==> config.mk <==
export PLATFORM = sky130hd
export DESIGN_NAME = lcr_cell
export DESIGN_NICKNAME = d
export VERILOG_FILES = /design/src/sv/longest_consecutive_run_length_defines.svh /design/src/sv/lcr_pkg.sv /design/src/sv/lcr_cell.sv
export SDC_FILE = /design/constraint.sdc
export NUM_CORES = 1
export LEC_CHECK = 0
export ABC_AREA = 1
export BUFFER_PORTS_ARGS = -buffer_cell sky130_fd_sc_hd__buf_2
export CORE_ASPECT_RATIO = 0.5
export CORE_MARGIN = 2
export CORE_UTILIZATION = 41
export DETAILED_ROUTE_END_ITERATION = 16
export PLACE_DENSITY = 0.79
export SLEW_MARGIN = 20
export SYNTH_ARGS = -nofsm -noshare
export SYNTH_HDL_FRONTEND = slang
export SYNTH_SLANG_ARGS = --single-unit
==> constraint.sdc <==
create_clock -name clk -period 5.75 [get_ports clk]
set_clock_uncertainty 0.1 [all_clocks]
set_input_delay 0.8625 -clock clk [delete_from_list [all_inputs] [get_ports clk]]
set_output_delay 0.8625 -clock clk [all_outputs]
set_load 0.005 [all_outputs]
==> src/sv/longest_consecutive_run_length_defines.svh <==
// assertion macros for the longest consecutive run length block
// included by the modules that carry concurrent checks; no other dependencies
`ifndef LONGEST_CONSECUTIVE_RUN_LENGTH_DEFINES_SVH
`define LONGEST_CONSECUTIVE_RUN_LENGTH_DEFINES_SVH

`ifndef ASSERT_OFF
// check on the rising clock, quiet while reset is held
`define LCR_ASSERT(lbl, clk, rst_n, prop) \
  lbl: assert property (@(posedge clk) disable iff (!rst_n) prop) \
    else $error("lcr assertion failed");
// check on the rising clock, also while reset is held
`define LCR_ASSERT_ALWAYS(lbl, clk, prop) \
  lbl: assert property (@(posedge clk) prop) \
    else $error("lcr assertion failed");
`else
`define LCR_ASSERT(lbl, clk, rst_n, prop)
`define LCR_ASSERT_ALWAYS(lbl, clk, prop)
`endif

`endif

==> src/sv/lcr_pkg.sv <==
// shared constants, types and cell control word for the run length block
// no dependencies
`default_nettype none

package lcr_pkg;

  localparam int MAX_ITEMS = 256;
  localparam int VALUE_W   = 30;
  localparam int OUT_RUN_W = 9;
  // count has to hold MAX_ITEMS itself
  localparam int CNT_W     = $clog2(MAX_ITEMS + 1);
  localparam int RUN_W     = (CNT_W > OUT_RUN_W) ? CNT_W : OUT_RUN_W;

  localparam logic [OUT_RUN_W-1:0] RUN_MAX = '1;

  typedef logic [VALUE_W-1:0]   value_t;
  typedef logic [CNT_W-1:0]     cnt_t;
  typedef logic [RUN_W-1:0]     run_t;
  typedef logic [OUT_RUN_W-1:0] out_run_t;

  // broadcast to every sort cell
  typedef struct packed {
    logic   ins;
    logic   drain;
    value_t value;
  } cell_ctrl_t;

endpackage

`default_nettype wire

==> src/sv/lcr_cell.sv <==
// one cell of the insertion sort chain: holds one stored value
// shifts up on insert, shifts down on drain; uses lcr_pkg
`default_nettype none

module lcr_cell (
  input  wire                      clk,
  input  wire lcr_pkg::cell_ctrl_t ctrl,
  input  wire                      occupied,
  input  wire lcr_pkg::value_t     left_val,
  input  wire                      left_gt,
  input  wire lcr_pkg::value_t     right_val,
  output lcr_pkg::value_t          val,
  output logic                     gt
);

  lcr_pkg::value_t val_r;
  lcr_pkg::value_t val_nxt;

  assign gt  = occupied && (val_r > ctrl.value);
  assign val = val_r;

  always_comb begin
    val_nxt = val_r;
    if (ctrl.ins) begin
      // new word lands here, or the neighbor below moves up
      if (gt || !occupied) begin
        val_nxt = left_gt ? left_val : ctrl.value;
      end
    end else if (ctrl.drain) begin
      val_nxt = right_val;
    end
  end

  always_ff @(posedge clk) begin
    val_r <= val_nxt;
  end

endmodule

`default_nettype wire

**Word level (Yosys, flattened, before mapping)**

Cells that the tools add are included.

- Add/sub/neg operators: 0
- Multipliers: 0
- Div/mod/pow operators: 0
- Order comparisons: 1
- Equal/unequal tests: 1
- Shifts and indexed selects: 0
- Mux-type cells: 4
- Bitwise logic cells: 0
- Reductions and logical operators: 5

Operator list:

| kind | number |
|---|---|
| 30-bit two-way mux | 4 |
| 30-bit greater-than comparator | 1 |
| 2-bit by 1-bit != test with 1-bit output (second input constant) | 1 |
| 2-bit AND reduction | 1 |
| 2-bit nonzero test | 1 |
| 1-bit logical AND | 1 |
| 1-bit logical NOT | 1 |
| 1-bit logical OR | 1 |

- Register bits after elaboration: 30
- Bits in latches: 0
- Memory bits (writable): 0
- Memory bits (read-only): 0
- Input bits: 95
- Logic and storage cells: 12
- Memories: 0

**Logic depth before layout (Yosys ltp)**

- Depth in word-level cells: 5
- Depth in mapped cells: 13
- Gate-level depth less buffers: 13

**Worst setup path after synthesis**

Ideal clock, no wire load.

- Path type: input port to flip-flop
- Start point: input ctrl[13] in the netlist's numbering
- End point: register val_r[0], in the netlist val[0] (enable)
- Setup time: 398 ps
- Arrival: 2,676 ps
- Slack: 2,577 ps
- Cell stages on the path: 12
- Buffers on the path: 0
- Path through: inv_1 > ha_1 > nand2_1 > nor2_2 > inv_1 > nor2_2 > nand2_1 > nand2_1 > nand2_1 > nand2_1 > nand2_2 > a21oi_2

- Longest elaborated chain between the ends: 5

Ends and longest elaborated chain:

| element | line | source |
|---|---|---|
| from (decl) | lcr_cell.sv:7 | `input wire lcr_pkg::cell_ctrl_t ctrl,` |
| 30-bit greater-than comparator | lcr_cell.sv:19 | `assign gt = occupied && (val_r > ctrl.value);` |
| 1-bit logical AND | lcr_cell.sv:19 |  |
| 1-bit logical OR | lcr_cell.sv:26 | `if (gt \|\| !occupied) begin` |
| 2-bit by 1-bit != test with 1-bit output (no line) | -- |  |
| 2-bit AND reduction (no line) | -- |  |
| to (signal assigned) | lcr_cell.sv:35 | `val_r <= val_nxt;` |
| to (decl) | lcr_cell.sv:16 | `lcr_pkg::value_t val_r;` |

Every way passes these cells.
A chain may end at the register's enable or synchronous reset.

**Worst setup path after layout**

- Start point: input ctrl[5] in the netlist's numbering
- End point: output gt

- Longest elaborated chain between the ends: 2

Ends and longest elaborated chain:

| element | line | source |
|---|---|---|
| 30-bit greater-than comparator | lcr_cell.sv:19 |  |
| 1-bit logical AND | lcr_cell.sv:19 |  |
| to (decl) | lcr_cell.sv:13 | `output logic gt` |

Every way passes these cells.

==> flow_summary.yaml <==
timing:
  relSlewSlack_pct: 32.3
  finalSetupViolCount: 0
  final_max_slew_viol_count: 0
  hold_viol_final: 0
  worst_slack_ps: 2600
  fin_hold_ws_ps: 832
  rsz0062_at_grt: "no"
  min_period_over_period_pct: 54.7
  max_freq_mhz: 318
  layout_min_cycle_time_ps: 3150
  worst_pin_slew_ps: 1020
  fin_tns_setup_ps: 0
pwr:
  seq_power_share_pct: 39.8
  p_sw_uw: 202
  power_frac_clock_pct: 33.8
  p_sw_share_pct: 28.1
  power_density_mw_per_mm2: 226
  p_int_uw: 516
  comb_power_share_pct: 26.4
  static-leakage-power_uw: 0.00173
  ir_drop_mv: 0.129
drt:
  ant_nets: 0
  vias: 2351
  drt-total-wl_um: 5950
  drtPass1Iterations: 4
  drc: 0
  vias_per_cell: 4.62
  wire_per_inst_um: 11.7
  drtIter0Drc: 81
cells_and_area:
  drive_gt1_share_pct: 31.7
  fillCellCount: 556
  finalInstanceArea_mm2: 0.00317
  diodes: 0
  multiInputGateArea_mm2: 0.00124
  area_growth_syn_to_layout_pct: 34.0
  final_cells: 509
  largest_reg_flops: 30
  layout.area.seq_um2: 901
  nets: 561
yosys:
  synth.avg_cell_area_um2: 7.47
  synth_seq_cells: 30
  ys_types: 19
  yosysMostFrequentCell: "nand2_1"
  synth_top_area_share_pct: 38.1
  synthCells: 317
  synthArstFlopShare_pct: 0
  seq_area_frac_synth_pct: 38.1
  syn-num-nets: 442
  synth_edf_count: 30
  ys_top_cells_by_count: "106 x nand2_1, 44 x inv_1, 39 x nor2_1"
  synth.cell_area_mm2: 0.00237
  synth.area.top_cells: "edfxtp_1 38%, nand2_1 17%, ha_1 16%"
  synth_area_leader_cell: "edfxtp_1"
  ys_warn_count: 0
  synth_flop_cell: "edfxtp_1"
critical_path:
  slowest_delay_ps: 370
  crit_path_end_kind: "output pin"
  cp_common_cell: "buf_2"
  crit_chain: "buf_2 > inv_1 > ha_1 > nand2_1 > nor4_1 > nand3b_1 > nand2_2 > nor2_1 > buf_2"
  crit_arrival_ps: 2180
  cp_max_fo: 3
  cp-start-kind: "input port"
  critical_path_class: "input port to output pin"
  cp_slowest_cell: "nor4_1"
  critPathRequiredTime_ps: 4790
placement:
  dp_cells: 502
  port-buffer-count: 125
  gp_congestion: 0.789
  postPlaceCellArea_mm2: 0.00304
  place_ws_ps: 2470
  dpl.hpwl_um: 4550
clock_network:
  post_cts_buffers: 0
  tritoncts: "built"
  cts_resized: 0
  cts.htree.levels: 2
  cts_buffer_depth: 2
  clk_pin_slew_ps: 50
  hold_buffers: 0
  clock_sinks: 30
  root_buffer: "clkbuf_16"
  clk_latency_ps: 270
  cts_made_buffers: 5
floorplanning:
  fp.dieW_um: 111
  rows: 19
  top_level_ports: 126
  die_h_um: 57.7
  initial_utilization_pct: 42.9
  die_area_mm2: 0.00643
  coreArea_mm2: 0.00552
status:
  status: "finished clean"
grt:
  grt_max_degree: 63
  overflow: 0
  track_usage_pct: 18.6
  antenna_found_initial: 0
  grt_pass1_wl_um: 9650
  grt_pass1_vias: 2199
worst_hold_path:
  min_path_type: "input port to register"
job:
  drv_cap: 0
==> through the flow <==
step                util, %  power, uW
global placement       55.1        475
detailed placement     55.1        480
global route           57.5        764
floorplan                 -        396
finish                 57.5        717
CTS                    57.5        723
==> power by group through the flow <==
stage | combinational (uW) | sequential, uW | clock (uW)
floorplan | 104 | 291 | 0
detailed placement | 191 | 289 | 0
finish | 190 | 285 | 243
global placement | 187 | 288 | 0
global route | 220 | 288 | 256
CTS | 192 | 285 | 246
==> critical path: cells and delay by family <==
| kind | cells | cell delay, ps |
|---|---|---|
| buffers and inverters | 3 | 250 |
| adder cells (fa/ha/maj) | 1 | 300 |
| AND/OR/NAND/NOR | 5 | 770 |
==> per-layer routing <==
layer | wire length, um | GRT usage [%]
met1 | 2750 | 23.3
met2 | 2830 | 32.2
met3 | 328 | 5.33
met4 | 50 | 4.94
met5 | 0 | 0
==> placed cells by master (no fill, tap or decap) <==
master,synthesis,final
a31oi_1,30,30
nand3_1,2,2
a21o_1,2,2
buf_2,3,125
clkbuf_16,0,5
ha_1,30,30
and2_1,1,1
inv_1,44,44
a21oi_1,9,9
a21oi_4,0,1
inv_2,3,3
clkbuf_1,10,2
nand2_1,106,106
nand3b_1,1,1
nor4_1,1,1
nor2_2,3,3
edfxtp_1,30,30
nor2_1,39,39
nand4_1,1,1
nand2_2,1,1
==> cell type report <==
class	count	area share (%)
Sequential cell	30	28.4
Inverter	47	5.56
Multi-Input combinational cell	227	39.3
Clock buffer	7	4.18
Timing Repair Buffer	125	19.7
Tap cell	73	2.88
==> final timing paths <==
| check | from | end | slack, ps | depth (start not counted) |
|---|---|---|---|---|
| max | ctrl[5] | gt | 2600 | 9 |
| max reg2reg | val[21] | val[21] | 3090 | 9 |
| min | right_val[18] | val[18] | 830 | 3 |
| min reg2reg | val[6] | val[9] | 1260 | 6 |
==> cell families after synthesis <==
| logic type | count (synthesis) | synth area share, % |
|---|---|---|
| buffers and inverters | 60 | 9.67 |
| and+or+nand+nor | 155 | 25.6 |
| adders and majority gates | 30 | 15.9 |
| DFF | 30 | 38.1 |
| AOI/OAI and AO/OA | 42 | 10.8 |
No activity file was read; power rests on OpenSTA's default activity.
