<file path="config.mk">
export PLATFORM = sky130hd
export DESIGN_NAME = lcr_scan
export DESIGN_NICKNAME = d
export VERILOG_FILES = /design/src/sv/longest_consecutive_run_length_defines.svh /design/src/sv/lcr_pkg.sv /design/src/sv/lcr_scan.sv
export SDC_FILE = /design/constraint.sdc
export NUM_CORES = 1
export LEC_CHECK = 0
export BUFFER_PORTS_ARGS = -buffer_cell sky130_fd_sc_hd__clkbuf_2
export CELL_PAD_IN_SITES_DETAIL_PLACEMENT = 1
export CELL_PAD_IN_SITES_GLOBAL_PLACEMENT = 1
export CORE_ASPECT_RATIO = 0.5
export CORE_UTILIZATION = 49
export DETAILED_ROUTE_END_ITERATION = 8
export MAX_ROUTING_LAYER = met4
export PLACE_DENSITY_LB_ADDON = 0.1
export SETUP_SLACK_MARGIN = 0.4
export SLEW_MARGIN = 20
export SYNTH_ARGS = -nofsm -noshare
export SYNTH_HDL_FRONTEND = slang
export SYNTH_SLANG_ARGS = --single-unit
</file>
<file path="constraint.sdc">
create_clock -name clk -period 11.3 [get_ports clk]
set_input_delay 2.825 -clock clk [delete_from_list [all_inputs] [get_ports clk]]
set_output_delay 2.825 -clock clk [all_outputs]
set_load 0.1 [all_outputs]
</file>
<file path="src/sv/longest_consecutive_run_length_defines.svh">
// assertion macros for the longest consecutive run length block
// included by the modules that carry concurrent checks; no other dependencies
`ifndef LONGEST_CONSECUTIVE_RUN_LENGTH_DEFINES_SVH
`define LONGEST_CONSECUTIVE_RUN_LENGTH_DEFINES_SVH

`ifndef ASSERT_OFF
// check on the rising clock, quiet while reset is held
`define LCR_ASSERT(lbl, clk, rst_n, prop) \
  lbl: assert property (@(posedge clk) disable iff (!rst_n) prop) \
    else $error("lcr assertion failed");
// check on the rising clock, also while reset is held
`define LCR_ASSERT_ALWAYS(lbl, clk, prop) \
  lbl: assert property (@(posedge clk) prop) \
    else $error("lcr assertion failed");
`else
`define LCR_ASSERT(lbl, clk, rst_n, prop)
`define LCR_ASSERT_ALWAYS(lbl, clk, prop)
`endif

`endif

</file>
<file path="src/sv/lcr_pkg.sv">
// shared constants, types and cell control word for the run length block
// no dependencies
`default_nettype none

package lcr_pkg;

  localparam int MAX_ITEMS = 256;
  localparam int VALUE_W   = 30;
  localparam int OUT_RUN_W = 9;
  // count has to hold MAX_ITEMS itself
  localparam int CNT_W     = $clog2(MAX_ITEMS + 1);
  localparam int RUN_W     = (CNT_W > OUT_RUN_W) ? CNT_W : OUT_RUN_W;

  localparam logic [OUT_RUN_W-1:0] RUN_MAX = '1;

  typedef logic [VALUE_W-1:0]   value_t;
  typedef logic [CNT_W-1:0]     cnt_t;
  typedef logic [RUN_W-1:0]     run_t;
  typedef logic [OUT_RUN_W-1:0] out_run_t;

  // broadcast to every sort cell
  typedef struct packed {
    logic   ins;
    logic   drain;
    value_t value;
  } cell_ctrl_t;

endpackage

`default_nettype wire

</file>
<file path="src/sv/lcr_scan.sv">
// run scanner fed with the sorted values one per cycle from the chain head
// tracks current run and best run; uses lcr_pkg
`default_nettype none

module lcr_scan (
  input  wire                  clk,
  input  wire                  rst_n,
  input  wire                  start,
  input  wire                  step,
  input  wire lcr_pkg::value_t value,
  output lcr_pkg::run_t        best
);

  logic            have_r;
  lcr_pkg::value_t prev_r;
  lcr_pkg::run_t   run_r;
  lcr_pkg::run_t   best_r;
  logic            dup;
  logic            succ;
  lcr_pkg::run_t   run_nxt;
  lcr_pkg::run_t   best_nxt;

  always_comb begin
    dup      = have_r && (value == prev_r);
    succ     = have_r && ({1'b0, value} == ({1'b0, prev_r} + (lcr_pkg::VALUE_W + 1)'(1)));
    run_nxt  = succ ? (run_r + lcr_pkg::RUN_W'(1)) : lcr_pkg::RUN_W'(1);
    best_nxt = (run_nxt > best_r) ? run_nxt : best_r;
  end

  always_ff @(posedge clk) begin
    if (!rst_n) begin
      have_r <= 1'b0;
      run_r  <= '0;
      best_r <= lcr_pkg::RUN_W'(1);
    end else if (start) begin
      have_r <= 1'b0;
      run_r  <= '0;
      best_r <= lcr_pkg::RUN_W'(1);
    end else if (step && !dup) begin
      // duplicates neither break nor extend a run
      have_r <= 1'b1;
      run_r  <= run_nxt;
      best_r <= best_nxt;
    end
  end

  always_ff @(posedge clk) begin
    if (step && !dup) begin
      prev_r <= value;
    end
  end

  assign best = best_r;

endmodule

`default_nettype wire
</file>
---- Word-level counts from Yosys, hierarchy flattened ----
Cells that the tools add are included.
Widths: inputs -> output; s select.
operators by class
  muxes and demuxes ....................... 1
  equality and inequality tests ........... 2
  $lt $le $gt $ge ......................... 1
  add/subtract/negate cells ............... 2
  bitwise logic cells ..................... 1
  reduce and logical (&&, ||, !) cells .... 6
operators with widths
  kind                   count
  $add 30x1->31 const B  1
  $eq 30x31->1           1
  $eq 30x30->1           1
  $add 9x1->9 const B    1
  $gt 9x9->1             1
  $mux 9                 1
  $logic_and 1x1->1      3
  $reduce_and 2->1       1
  $reduce_or 2->1        1
  $logic_not 1->1        1
  $not 1->1              1
word-level totals
  input bits .............................. 34
  register bits ........................... 49
  output and inout bits ................... 9
  logic and storage cells ................. 17

---- Depth between registers and ports, before layout ----
  depth after elaboration ................. 6
  depth in mapped cells ................... 21

---- Worst setup path after synthesis ----
OpenSTA, ideal clock, no wires.
  kind .................................... in2reg
  from .................................... input port value[13]
  to ...................................... register best_r[7], in the netlist best[7]
  stages on the path ...................... 17
  setup slack ............................. 5045 ps
  path buffers ............................ 1
  arrival time ............................ 6129 ps
  cell sequence ........................... xor2_1 xnor2_1 a31oi_1 or4_1 nor4_4 nand2_2 nor2_1 ha_1 nor2b_1 o21a_1 o21a_1 o21ai_0 a21oi_1 o21ai_2 or2_2 buf_2 o31ai_1
between the ends
  cells in the longest elaborated chain, start to end .. 5
ends and longest elaborated chain
  item                        RTL line        text
  start, declared             lcr_scan.sv:10  input wire lcr_pkg::value_t value,
  $eq 30x31->1                lcr_scan.sv:25  succ = have_r && ({1'b0, value} == ({1'b0, prev_r} + (lcr_pkg::VALUE_W + 1)'(1)));
  $logic_and 1x1->1           lcr_scan.sv:25
  $mux 9                      lcr_scan.sv:26  run_nxt = succ ? (run_r + lcr_pkg::RUN_W'(1)) : lcr_pkg::RUN_W'(1);
  via run_nxt[1]              lcr_scan.sv:20  lcr_pkg::run_t run_nxt;
  $gt 9x9->1                  lcr_scan.sv:27  best_nxt = (run_nxt > best_r) ? run_nxt : best_r;
  $reduce_and 2->1 (no line)  n/a
  end signal, assigned        lcr_scan.sv:34  best_r <= lcr_pkg::RUN_W'(1);
  end signal, assigned        lcr_scan.sv:38  best_r <= lcr_pkg::RUN_W'(1);
  end signal, assigned        lcr_scan.sv:43  best_r <= best_nxt;
  end, declared               lcr_scan.sv:17  lcr_pkg::run_t best_r;
The timed path passes the listed nets, and every way through them passes these cells.
A chain may end at the register's enable or synchronous reset.

---- Final worst setup path ----
  from .................................... input port value[13]
  to ...................................... register best_r[4], in the netlist best[4]
Same word-level chain as after synthesis.

==> flow_metrics.tcl <==
set metrics [dict create \
    crit_fanout 10 \
    skew_ns 0.00489 \
    htreeDepth 2 \
    peakVddDrop_uv 58.1 \
    grt_max_degree 19 \
    cts_sinks 49 \
    synthCells 396 \
    hold_viol_final 0 \
    syn_area_per_cell_sq_um 9.09 \
    grt-ovfl-total 0 \
    ys.flop_type "edfxtp_1" \
    die-area_sq_um 7710 \
    cpPeakStageDelay_ns 0.61 \
    rrSetupSlack_ns 6.24 \
    dieWidth_microns 123 \
    ys_seq_area_frac 0.356 \
    drt_pass1_iterations 4 \
    wl_per_cell_microns 20.4 \
    viasPerCell 6.29 \
    power.switching_w 0.000131 \
    antenna_found_initial 0 \
    fillCellCount 825 \
    wl_microns 10700 \
    reg2reg_from "prev_r[1]" \
    cts_resized 0 \
    p_leak_nw 1.45 \
    tns_ns 0 \
    drive_above_1_share 0.177 \
    initial_core_util 0.523 \
    switching_share 0.295 \
    postCtsSetupRepairBufs 0 \
    core_area_sq_um 6880 \
    critPathCaptureType "flop" \
    postRouteAntennaNets 0 \
    grt_first_pass_wirelength_microns 17600 \
    arrival_ns 6.74 \
    synth_edf_count 30 \
    hpwl_microns 8370 \
    combPwrFrac 0.170 \
    worst-setup-path-type "in2reg" \
    clock.fmax_ghz 0.152 \
    dieHeight_microns 62.6 \
    p_int_w 0.000312 \
    maxSlewViolCount 0 \
    critical_path.startpoint "value[13]" \
    endpoint "best[4]" \
    design_area_sq_um 4010 \
    clk_latency_ns 0.30 \
    worstPathRequired_ns 11.47 \
    cts_root_buf "clkbuf_16" \
    rows 21 \
    crit_chain "clkbuf_2 -> xor2_1 -> xnor2_1 -> a31oi_1 -> or4_1 -> nor4_4 -> nand2_2 -> nor2_1 -> ha_1 -> nor2b_1 -> o21a_1 -> o21a_1 -> o21ai_0 -> a21oi_1 -> o21ai_2 -> or2_2 -> o31ai_2" \
    pwr-share-seq 0.485 \
    timing.slew.headroom 0.368 \
    io_pins 43 \
    cts_buffer_depth 2 \
    final-setup-viol-count 0 \
    clockPowerShare 0.345 \
    fin_ws_ns 4.73 \
    final_core_utilization 0.583 \
    path_common_cell "o21a_1" \
    placed_cell_area_sq_um 3860 \
    setup.worst_path.start_class "primary input" \
    grt_pass1_vias 3513 \
    period_share 0.581 \
    dp_slack_ns 4.48 \
    period_minus_slack_ns 6.57 \
    hold_path_class "reg2reg" \
    async_flop_share 0 \
    vias 3306 \
    ys_warn_count 0 \
    cpMaxStageDelayCell "or4_1" \
    first_iter_violations 268 \
    ys_seq_elements 49 \
    hold_buffers 0 \
    cts_tree "done" \
    syn_nets 441 \
    reg2regPathDepth 18 \
    syn_to_final_growth_pct 11.4 \
    max_cap_viol_count 0 \
    numCtsBuffers 5 \
    fin_nets 478 \
    rsz0062_at_grt "false" \
    syn-cell-area_sq_um 3600 \
    num_antenna_cells 0 \
    outcome "completed" \
    place.port_buffers 42 \
    p_per_area_nw_per_um2 111 \
    synth.distinct_cells 56 \
    gp_congestion 0.932 \
    tightest_slew_ns 0.946 \
    r2r_end "best[4]" \
    post-route-drc-count 0 \
    track_usage 0.305 \
    clk_pin_slew_ns 0.07 \
]
## worst max-delay path: cells and delay by family
family | cells | cell delay (ns)
fa+ha+maj | 1 | 0.25
buf+inv | 1 | 0.10
compound gates | 7 | 1.15
xor+xnor | 2 | 0.44
simple gates | 6 | 1.97
## through the flow
step	cells	hold WS [ns]	total power, W
global route	526	0.531	0.000462
detailed placement	518	0.498	0.000292
floorplan	396	0.458	0.000264
global placement	518	0.474	0.000287
CTS	526	0.508	0.000443
finish	526	0.506	0.000443
## cells in the mapped netlist (2+ instances only)
| master | count | area share |
|---|---|---|
| nand3_1 | 29 | 0.040 |
| nand2_1 | 30 | 0.031 |
| dfxtp_1 | 19 | 0.11 |
| and3_1 | 6 | 0.010 |
| nor4_1 | 10 | 0.017 |
| ha_1 | 11 | 0.038 |
| xnor2_1 | 22 | 0.054 |
| a221o_1 | 2 | 0.0056 |
| buf_4 | 2 | 0.0042 |
| clkbuf_1 | 6 | 0.0063 |
| nand2b_1 | 7 | 0.012 |
| o21a_1 | 4 | 0.0083 |
| and4_1 | 3 | 0.0073 |
| mux2i_1 | 2 | 0.0056 |
| or2_2 | 5 | 0.0087 |
| xor2_1 | 27 | 0.066 |
| nand4b_1 | 3 | 0.0073 |
| nor3_1 | 14 | 0.019 |
| edfxtp_1 | 30 | 0.25 |
| nand2_2 | 2 | 0.0035 |
| o31ai_1 | 4 | 0.0083 |
| nor4b_1 | 5 | 0.012 |
| a21oi_1 | 9 | 0.013 |
| o22ai_1 | 2 | 0.0035 |
| o21ai_0 | 9 | 0.013 |
| o211ai_1 | 5 | 0.010 |
| nor2b_1 | 6 | 0.010 |
| nor3b_1 | 7 | 0.015 |
| nand4_1 | 15 | 0.026 |
| buf_2 | 5 | 0.0070 |
| a211oi_1 | 2 | 0.0042 |
| or3_1 | 5 | 0.0087 |
| a31oi_1 | 10 | 0.017 |
| inv_1 | 16 | 0.017 |
| o31ai_2 | 7 | 0.024 |
| nor4_4 | 3 | 0.018 |
| o31a_1 | 3 | 0.0073 |
| nand3_2 | 2 | 0.0056 |
| a211o_1 | 2 | 0.0049 |
| nor2_1 | 29 | 0.030 |
## kinds of logic after synthesis
kind of cell,synth area share
and+or+nand+nor,0.304
AOI/OAI and AO/OA,0.136
xor gates and xnor gates,0.119
DFF,0.356
buffers and inverters,0.0372
adders and majority gates,0.0382
muxes,0.00869
## sequential cells by signal (all words and copies together), names as in the netlist
register	cells
have_r	1
best	9
prev_r	30
run_r	9
## worst min path at each step
stage                     cells after the start  slack [ns]       end     start
final                                         2        0.51  run_r[7]  run_r[7]
after global routing                          2        0.53  run_r[7]  run_r[7]
after CTS                                     2        0.51  run_r[7]  run_r[7]
after detailed placement                      2        0.50  run_r[7]  run_r[7]
after global placement                        2        0.47  run_r[1]  run_r[1]
after floorplan                               2        0.46    have_r    have_r
## final cells by class
cell class / instances / area, sq um / share of cell area
Clock buffer: 5 / 125 / 0.0312
Tap cell: 92 / 115 / 0.0287
Sequential cell: 49 / 1280 / 0.320
Multi-Input combinational cell: 317 / 2180 / 0.544
Timing Repair Buffer: 44 / 225 / 0.0562
Inverter: 16 / 60.1 / 0.0150
Clock inverter: 3 / 20.0 / 0.00499
## power groups by stage
stage	combinational (W)	clock, W	sequential (W)
CTS	0.0000740	0.000155	0.000215
detailed placement	0.0000731	0	0.000219
global route	0.0000821	0.000163	0.000217
finish	0.0000754	0.000153	0.000215
global placement	0.0000696	0	0.000218
floorplan	0.0000529	0	0.000211
## cells in the final DEF (no fill, tap or decap), types with 10 or more instances in the layout
cell      Yosys  final
clkbuf_2      0     42
nand2_1      30     30
edfxtp_1     30     30
nand3_1      29     29
nor2_1       29     29
xor2_1       27     27
xnor2_1      22     22
dfxtp_1      19     19
inv_1        16     16
nand4_1      15     15
nor3_1       14     14
ha_1         11     11
a31oi_1      10     10
nor4_1       10     10
## per-layer routing
layer / GRT usage / vias up / routed length (microns)
met5: - / - / 0
met4: 0.0678 / 0 / 121
met2: 0.509 / 83 / 5180
met1: 0.390 / 1659 / 4870
li1: - / 1551 / -
met3: 0.0474 / 13 / 561
(Power assumes the default switching activity.)
